$ cat config.mk
export PLATFORM = sky130hd
export DESIGN_NAME = time_aligned_group_filter
export DESIGN_NICKNAME = d
export VERILOG_FILES = /design/src/rtl/core/tagf_pkg.sv /design/src/rtl/core/tagf_front.sv /design/src/rtl/core/tagf_queue.sv /design/src/rtl/core/tagf_back.sv /design/src/rtl/core/time_aligned_group_filter.sv
export SDC_FILE = /design/constraint.sdc
export NUM_CORES = 1
export LEC_CHECK = 0
export BUFFER_PORTS_ARGS = -buffer_cell sky130_fd_sc_hd__buf_2
export CORE_MARGIN = 8
export CORE_UTILIZATION = 55
export CTS_CLUSTER_DIAMETER = 120
export CTS_CLUSTER_SIZE = 8
export DETAILED_ROUTE_END_ITERATION = 16
export PLACE_DENSITY = 0.73
export SKIP_CTS_REPAIR_TIMING = 1
export SYNTH_ARGS = -nofsm -noshare
export SYNTH_HDL_FRONTEND = slang
export SYNTH_HIERARCHICAL = 1
export SYNTH_SLANG_ARGS = --single-unit
$ cat constraint.sdc
create_clock -name i_clk -period 8.1 [get_ports i_clk]
set_clock_uncertainty 0.1 [all_clocks]
set_input_delay 0 -clock i_clk [delete_from_list [all_inputs] [get_ports i_clk]]
set_output_delay 0 -clock i_clk [all_outputs]
set_load 0.01 [all_outputs]
$ cat src/rtl/core/tagf_pkg.sv
`default_nettype none
// ----------------------------------------------------------------------------
// tagf_pkg
// Shared widths, limits and types of the time-aligned group filter.
// ----------------------------------------------------------------------------
package tagf_pkg;

    localparam int EVENT_W         = 16;
    localparam int HW_W            = 3;
    localparam int MAX_HALF_WINDOW = 7;
    localparam int QUEUE_DEPTH     = 2;
    localparam int QUEUE_AW        = $clog2(QUEUE_DEPTH);
    localparam int QUEUE_CW        = $clog2(QUEUE_DEPTH + 1);

    // One completed group: emit first..last, all tagged with the half window.
    typedef struct packed {
        logic [EVENT_W-1:0] first;
        logic [EVENT_W-1:0] last;
        logic [HW_W-1:0]    hw;
    } t_job;

    // Queue status seen by the back end.
    typedef struct packed {
        logic valid;
        t_job head;
    } t_queue_head;

endpackage
`default_nettype wire

$ cat src/rtl/core/tagf_front.sv
`default_nettype none
// ----------------------------------------------------------------------------
// tagf_front
// Tracks group state per event and turns each completed group into a job.
// ----------------------------------------------------------------------------
module tagf_front (
    input  wire                          i_clk,
    input  wire                          i_rst_n,
    input  wire                          i_cfg_wr_en,
    input  wire                          i_cfg_wr_data,
    input  wire                          i_in_valid,
    output logic                         o_in_ready,
    input  wire  [tagf_pkg::EVENT_W-1:0] i_event_number,
    input  wire                          i_in_group,
    input  wire                          i_group_first,
    input  wire                          i_group_central,
    input  wire                          i_batch_last,
    input  wire                          i_queue_full,
    output logic                         o_push,
    output tagf_pkg::t_job               o_job
);
    import tagf_pkg::*;

    logic               r_emit_sub;
    logic               r_inside,  n_inside;
    logic [EVENT_W-1:0] r_start,   n_start;
    logic [EVENT_W-1:0] r_window,  n_window;
    logic               r_cseen,   n_cseen;
    logic [EVENT_W-1:0] r_prev,    n_prev;

    logic               accept;
    logic               no_gap;
    logic               end_match;
    logic               narrow;
    logic               emit;
    logic [EVENT_W:0]   prev_inc;
    logic [EVENT_W+1:0] end_sum;

    assign o_in_ready = !i_queue_full;
    assign accept     = i_in_valid && o_in_ready;

    assign prev_inc  = {1'b0, r_prev} + {{EVENT_W{1'b0}}, 1'b1};
    assign no_gap    = (i_event_number == r_prev) || ({1'b0, i_event_number} == prev_inc);
    // start + 2*window, kept wide so an overflow never matches
    assign end_sum   = {2'b00, r_start} + {1'b0, r_window, 1'b0};
    assign end_match = end_sum == {2'b00, i_event_number};
    assign narrow    = r_window <= EVENT_W'(MAX_HALF_WINDOW);

    always_comb begin
        n_inside = r_inside;
        n_start  = r_start;
        n_window = r_window;
        n_cseen  = r_cseen;
        n_prev   = r_prev;
        emit     = 1'b0;
        priority if (!r_inside) begin
            if (i_group_first && i_in_group) begin
                n_inside = 1'b1;
                n_start  = i_event_number;
                n_window = '0;
                n_cseen  = 1'b0;
                n_prev   = i_event_number;
            end
        end else if (!i_in_group) begin
            n_inside = 1'b0;
        end else if (i_group_first) begin
            n_start  = i_event_number;
            n_window = '0;
            n_cseen  = 1'b0;
            n_prev   = i_event_number;
        end else if (!no_gap) begin
            n_inside = 1'b0;
        end else begin
            if (i_group_central) begin
                n_window = i_event_number - r_start;
                n_cseen  = 1'b1;
            end else if (r_cseen && end_match && narrow) begin
                emit = 1'b1;
            end
            n_prev = i_event_number;
        end
        if (i_batch_last) begin
            n_inside = 1'b0;
            n_start  = '0;
            n_window = '0;
            n_cseen  = 1'b0;
            n_prev   = '0;
        end
    end

    assign o_push     = accept && emit;
    assign o_job.hw   = r_window[HW_W-1:0];
    assign o_job.first = r_emit_sub ? r_start : (r_start + r_window);
    assign o_job.last  = r_emit_sub ? i_event_number : (r_start + r_window);

    always_ff @(posedge i_clk) begin
        if (!i_rst_n) begin
            r_emit_sub <= 1'b0;
            r_inside   <= 1'b0;
            r_start    <= '0;
            r_window   <= '0;
            r_cseen    <= 1'b0;
            r_prev     <= '0;
        end else begin
            if (i_cfg_wr_en) begin
                r_emit_sub <= i_cfg_wr_data;
            end
            if (accept) begin
                r_inside <= n_inside;
                r_start  <= n_start;
                r_window <= n_window;
                r_cseen  <= n_cseen;
                r_prev   <= n_prev;
            end
        end
    end

`ifndef ASSERT_OFF
    a_batch_clears: assert property (@(posedge i_clk) disable iff (!i_rst_n)
        (accept && i_batch_last) |=> (!r_inside && !r_cseen && r_window == '0))
        else $error("group state not cleared after batch end");
`endif

endmodule
`default_nettype wire

$ cat src/rtl/core/tagf_queue.sv
`default_nettype none
// ----------------------------------------------------------------------------
// tagf_queue
// Short job queue between the front and the back end.
// ----------------------------------------------------------------------------
module tagf_queue (
    input  wire                  i_clk,
    input  wire                  i_rst_n,
    input  wire                  i_push,
    input  tagf_pkg::t_job       i_job,
    input  wire                  i_pop,
    output logic                 o_full,
    output tagf_pkg::t_queue_head o_head
);
    import tagf_pkg::*;

    t_job                r_mem [QUEUE_DEPTH];
    logic [QUEUE_AW-1:0] r_wptr;
    logic [QUEUE_AW-1:0] r_rptr;
    logic [QUEUE_CW-1:0] r_count;
    logic [QUEUE_CW-1:0] n_count;

    assign o_full      = r_count == QUEUE_CW'(QUEUE_DEPTH);
    assign o_head.valid = r_count != '0;
    assign o_head.head  = r_mem[r_rptr];

    always_comb begin
        n_count = r_count;
        if (i_push && !i_pop) begin
            n_count = r_count + QUEUE_CW'(1);
        end else if (i_pop && !i_push) begin
            n_count = r_count - QUEUE_CW'(1);
        end
    end

    always_ff @(posedge i_clk) begin
        if (i_push) begin
            r_mem[r_wptr] <= i_job;
        end
    end

    always_ff @(posedge i_clk) begin
        if (!i_rst_n) begin
            r_wptr  <= '0;
            r_rptr  <= '0;
            r_count <= '0;
        end else begin
            if (i_push) begin
                r_wptr <= (r_wptr == QUEUE_AW'(QUEUE_DEPTH - 1)) ? '0 : r_wptr + QUEUE_AW'(1);
            end
            if (i_pop) begin
                r_rptr <= (r_rptr == QUEUE_AW'(QUEUE_DEPTH - 1)) ? '0 : r_rptr + QUEUE_AW'(1);
            end
            r_count <= n_count;
        end
    end

`ifndef ASSERT_OFF
    a_no_overflow: assert property (@(posedge i_clk) disable iff (!i_rst_n)
        o_full |-> !i_push || i_pop)
        else $error("push into full job queue");
    a_no_underflow: assert property (@(posedge i_clk) disable iff (!i_rst_n)
        i_pop |-> o_head.valid)
        else $error("pop from empty job queue");
`endif

endmodule
`default_nettype wire

$ cat src/rtl/core/tagf_back.sv
`default_nettype none
// ----------------------------------------------------------------------------
// tagf_back
// Expands each job into its run of results through the output register.
// ----------------------------------------------------------------------------
module tagf_back (
    input  wire                          i_clk,
    input  wire                          i_rst_n,
    input  tagf_pkg::t_queue_head        i_head,
    output logic                         o_pop,
    output logic                         o_out_valid,
    input  wire                          i_out_ready,
    output logic [tagf_pkg::EVENT_W-1:0] o_selected_event,
    output logic [tagf_pkg::HW_W-1:0]    o_half_window,
    output logic                         o_run_end
);
    import tagf_pkg::*;

    logic               r_valid;
    logic [EVENT_W-1:0] r_sel;
    logic [EVENT_W-1:0] r_last;
    logic [HW_W-1:0]    r_hw;
    logic               r_end;

    logic               slot_free;
    logic               advance;
    logic [EVENT_W-1:0] sel_inc;

    assign slot_free = !r_valid || i_out_ready;
    assign advance   = slot_free && r_valid && !r_end;
    assign o_pop     = slot_free && !(r_valid && !r_end) && i_head.valid;
    assign sel_inc   = r_sel + EVENT_W'(1);

    always_ff @(posedge i_clk) begin
        if (!i_rst_n) begin
            r_valid <= 1'b0;
        end else if (slot_free) begin
            r_valid <= advance || i_head.valid;
        end
    end

    always_ff @(posedge i_clk) begin
        if (advance) begin
            r_sel <= sel_inc;
            r_end <= sel_inc == r_last;
        end else if (o_pop) begin
            r_sel  <= i_head.head.first;
            r_last <= i_head.head.last;
            r_hw   <= i_head.head.hw;
            r_end  <= i_head.head.first == i_head.head.last;
        end
    end

    assign o_out_valid      = r_valid;
    assign o_selected_event = r_sel;
    assign o_half_window    = r_hw;
    assign o_run_end        = r_end;

`ifndef ASSERT_OFF
    a_run_bounded: assert property (@(posedge i_clk) disable iff (!i_rst_n)
        r_valid |-> (r_end ? (r_sel == r_last) : (r_sel < r_last)))
        else $error("result run passed its last event");
`endif

endmodule
`default_nettype wire

$ cat src/rtl/core/time_aligned_group_filter.sv
`default_nettype none
// ----------------------------------------------------------------------------
// time_aligned_group_filter
// Filters an event stream down to completed time-aligned groups.
// ----------------------------------------------------------------------------
//  channel   direction  handshake                     payload
//  events    in         i_in_valid / o_in_ready       event number, group flags, batch end
//  results   out        o_out_valid / i_out_ready     selected event, half window, run end
//  config    in         i_cfg_wr_en (no wait)         emit_sub_events
//
//  An event is taken whenever the job queue (2 entries) has room.
//  A completed group yields one job; the back end sends one result per cycle while
//  the output is ready: 2*half_window+1 results in sub-event mode, one otherwise.
//  Synchronous active-low reset clears group state, queue, output and config.
//  Output stalls fill the queue, after which event requests wait.
// ----------------------------------------------------------------------------
module time_aligned_group_filter (
    input  wire                          i_clk,
    input  wire                          i_rst_n,
    input  wire                          i_cfg_wr_en,
    input  wire                          i_cfg_wr_data,
    input  wire                          i_in_valid,
    output logic                         o_in_ready,
    input  wire  [tagf_pkg::EVENT_W-1:0] i_event_number,
    input  wire                          i_in_group,
    input  wire                          i_group_first,
    input  wire                          i_group_central,
    input  wire                          i_batch_last,
    output logic                         o_out_valid,
    input  wire                          i_out_ready,
    output logic [tagf_pkg::EVENT_W-1:0] o_selected_event,
    output logic [tagf_pkg::HW_W-1:0]    o_half_window,
    output logic                         o_run_end
);
    import tagf_pkg::*;

    logic        push;
    logic        pop;
    logic        queue_full;
    t_job        job;
    t_queue_head head;

    tagf_front u_front (
        .i_clk           (i_clk),
        .i_rst_n         (i_rst_n),
        .i_cfg_wr_en     (i_cfg_wr_en),
        .i_cfg_wr_data   (i_cfg_wr_data),
        .i_in_valid      (i_in_valid),
        .o_in_ready      (o_in_ready),
        .i_event_number  (i_event_number),
        .i_in_group      (i_in_group),
        .i_group_first   (i_group_first),
        .i_group_central (i_group_central),
        .i_batch_last    (i_batch_last),
        .i_queue_full    (queue_full),
        .o_push          (push),
        .o_job           (job)
    );

    tagf_queue u_queue (
        .i_clk   (i_clk),
        .i_rst_n (i_rst_n),
        .i_push  (push),
        .i_job   (job),
        .i_pop   (pop),
        .o_full  (queue_full),
        .o_head  (head)
    );

    tagf_back u_back (
        .i_clk            (i_clk),
        .i_rst_n          (i_rst_n),
        .i_head           (head),
        .o_pop            (pop),
        .o_out_valid      (o_out_valid),
        .i_out_ready      (i_out_ready),
        .o_selected_event (o_selected_event),
        .o_half_window    (o_half_window),
        .o_run_end        (o_run_end)
    );

endmodule
`default_nettype wire
==> run metrics <==
post-layout instance count excluding filler cells 1301; Mapped Area 10200 um2; Pwr per Cell Area between 200 and 250 nW/um2; depth of the worst register-to-register path 11; Post-layout nets 1136; maximum vdd drop about 0.16 mV; met2 routed wirelength 11400 um; final count of negative-setup-slack endpoints 0; floorplan die area 23100 um2; count of different cell masters after synthesis 82; maximum count of clock buffers along a single path 2; worst-case hold slack -0.00207 ns; final number of max-transition violations 0; period utilization 58.2%; H-tree level count 4; synthesized netlist net count 1087; initial core utilization 56.4%; Hold/Removal Path Class primary input to flop; Remaining Overflow, GRT 0; half-perimeter wire length of the detailed placement result 17600 um; clock tree from TritonCTS done; Synth Flop Type edfxtp_1; number of flops mapped to enable cells by yosys ~110; required time worst endpoint 8.05 ns; register cell area after layout 4320 um2; total routed wire length on the met1 layer 10500 um; synthesis-stage register bit count ~160; setup repair after global routing missed its margin no; critical path peak fanout 36; crit end category flop; antenna violations before repair 0; total iterations of the first detailed-routing run 5; wire length reported by the detailed router 24000 um; overall routing resource usage 20.7%; number of antenna repair diodes 0; slew at the pin closest to its max-slew limit roughly 1.2 ns; dpl ws around 3.4 ns; TritonCTS buffer count 17; length of routed met3 wiring 1080 um; uppermost routed layer met4; Post-synth ARST share 0%; Fmax achieved 0.212 GHz; sequential cell area fraction in the yosys report a little over two fifths; data arrival time of the worst path 4.66 ns; Detail Route Antenna Nets 0; average wire length per cell after detail routing ~18 um; count of input and output buffers 47; drt initial violations 347; count of fill cells added during filler insertion 1486; max-cap violations 0; via count 7694; leakage power 4.30 nW; ratio of routed vias to standard cells about 5.9; share of post-route cells with drive strength above 1 14.1%; Floorplan Core Area 18000 um2; Clock Sinks ~160; cell at the root of the clock tree clkbuf_16; top-level port count 48; status complete, but fails checks; placer congestion estimate between 0.9 and 1; largest net degree at the start of global routing 50; multi-input combinational cell area 5450 um2; Die Height 152 um; die width around 150 um; Final Hold Vio Count 1; global-route wire length before repair just under 40000 um; average footprint of a synthesized cell 10.1 um2; TNS Setup 0 ns; cell count after synthesis 1010; min cycle time layout 4.71 ns; synthesis-to-finish area growth 11.7%; vias in the first global route 7712; DRC violations left 0; start-to-end type of the worst setup path flop to flop; startpoint kind of the worst setup timing path flop; Site Rows 49; number of placed instances with taps included 1249; clock network latency to the later pin of the worst-skew pair around 0.43 ns; failing checks negative hold slack; yosys warns 6; final cell utilization of the core 63.0%; worst-case setup margin in the final layout 3.39 ns; clock-pin slew on the worst setup and hold paths 0.07 ns; worst slew slack as a fraction of its limit between 20% and 30%; hold path depth 4
==> metal layers <==
layer,GRT usage (%),up-vias
met5,0,-
met4,10.2,0
met3,4.32,58
met2,34.1,208
met1,25.1,3655
li1,-,3773
==> cells in the mapped netlist, types with 3 or more instances <==
cell	count	area, um2
o21a_1	13	97.6
a21boi_0	5	37.5
edfxtp_1	106	3180
or3_1	11	68.8
inv_1	45	169
xnor2_1	85	744
o21bai_1	8	60.1
nand2b_1	15	93.8
nand3b_1	4	30.0
a22o_1	11	96.3
o2111ai_1	5	43.8
and2_1	11	68.8
ha_1	48	601
a22oi_1	18	135
a21oi_1	61	305
nor4_1	10	62.6
and4_1	4	35.0
xor2_1	35	307
a31oi_1	7	43.8
nand4b_1	3	26.3
a211oi_1	4	30.0
mux2_2	45	507
nand4_1	20	125
a21o_1	22	165
nor3_1	15	75.1
o211ai_1	3	22.5
buf_6	4	45.0
dfxtp_1	57	1140
and3_1	6	37.5
nand3_1	14	70.1
buf_2	6	30.0
nor3b_1	18	135
nor2_1	71	267
buf_1	5	18.8
or2_2	4	25.0
o21ai_0	45	225
nor2b_1	15	93.8
a211o_1	3	26.3
fa_1	3	60.1
nand2_1	67	251
mux2i_1	3	30.0
buf_4	5	37.5
clkbuf_1	25	93.8
==> path summary, 6_finish.rpt <==
path	slack (ns)	from	end
setup / recovery	3.39	u_front/r_prev[3]	u_queue/r_mem[0][6]
hold / removal	-0.002	i_event_number[15]	u_front/r_start[15]
setup reg to reg	3.39	u_front/r_prev[3]	u_queue/r_mem[0][6]
hold reg to reg	0.38	u_front/r_cseen	u_front/r_cseen
==> through the flow <==
step	instance area [um2]	hold WS, ns	total power, W
after floorplan	10200	0.0175	0.00169
after global placement	10500	0.146	0.00189
after detailed placement	10500	0.167	0.00191
after CTS	11200	-0.286	0.00277
after global routing	11400	0.0131	0.00290
final	11400	-0.00207	0.00276
==> layout make-up <==
| class | count | share of cell area (%) |
|---|---|---|
| clock inverter | 14 | 1.69 |
| clock buffer | 18 | 3.78 |
| multi-input combinational | 755 | 48.0 |
| inverter | 46 | 1.52 |
| tap | 229 | 2.52 |
| timing repair buffer | 76 | 4.43 |
| sequential | 163 | 38.1 |
==> state kept, by name, indices dropped and copies added, names as in the netlist, named ones only <==
name,cells
u_queue/r_wptr,1
u_queue/r_count,2
u_front/r_window,16
u_front/r_emit_sub,1
u_front/r_cseen,1
u_front/r_start,16
u_front/r_prev,16
u_queue/r_mem,70
u_back/r_last,16
u_queue/r_rptr,1
u_back/o_half_window,3
u_front/r_inside,1
u_back/o_out_valid,1
u_back/o_run_end,1
u_back/o_selected_event,16
==> cell usage in the layout, fill, tap and decap left out, types with 5 or more instances in the layout <==
master	n
a21o_1	22
a21boi_0	5
a21oi_1	61
nand2b_1	15
nor4_1	10
or3_1	11
nor3_1	15
nand2_1	67
inv_1	45
clkbuf_16	17
a31oi_1	7
buf_4	9
mux2_2	45
o21a_1	13
edfxtp_1	106
buf_2	47
o2111ai_1	5
and3_1	6
dfxtp_1	57
xnor2_1	85
and2_1	11
o21ai_0	44
a22oi_1	18
nor2_1	71
xor2_1	35
ha_1	48
dlygate4sd3_1	20
nand4_1	20
nor2b_1	14
o21bai_1	8
a22o_1	11
nor3b_1	18
nand3_1	14
==> cell families after synthesis <==
| kind of cell | Yosys count | synth area share [%] |
|---|---|---|
| compound gates | 228 | 14.7 |
| fa+ha+maj | 51 | 6.50 |
| xor+xnor | 122 | 10.8 |
| flops | 163 | 42.5 |
| buf+inv | 92 | 3.96 |
| mux | 48 | 5.28 |
| simple gates | 306 | 16.2 |
==> critical path: stages, from the launching register on <==
cell       delay (ns)
dfxtp_1          0.47
and4_1           0.36
nand3_2          0.12
or4_1            0.48
a2111o_1         0.46
nor3_1           0.20
a21oi_1          0.10
nor4_1           0.35
nand4_1          0.14
a2111oi_0        0.47
buf_4            0.21
nor2b_4          0.84
==> where the power goes <==
part | switching, W | internal (W) | total (W)
clock network | 0.000357 | 0.000497 | 0.000854
logic | 0.000408 | 0.000332 | 0.000740
registers | 0.000136 | 0.00103 | 0.00116
(Power assumes the default switching activity.)
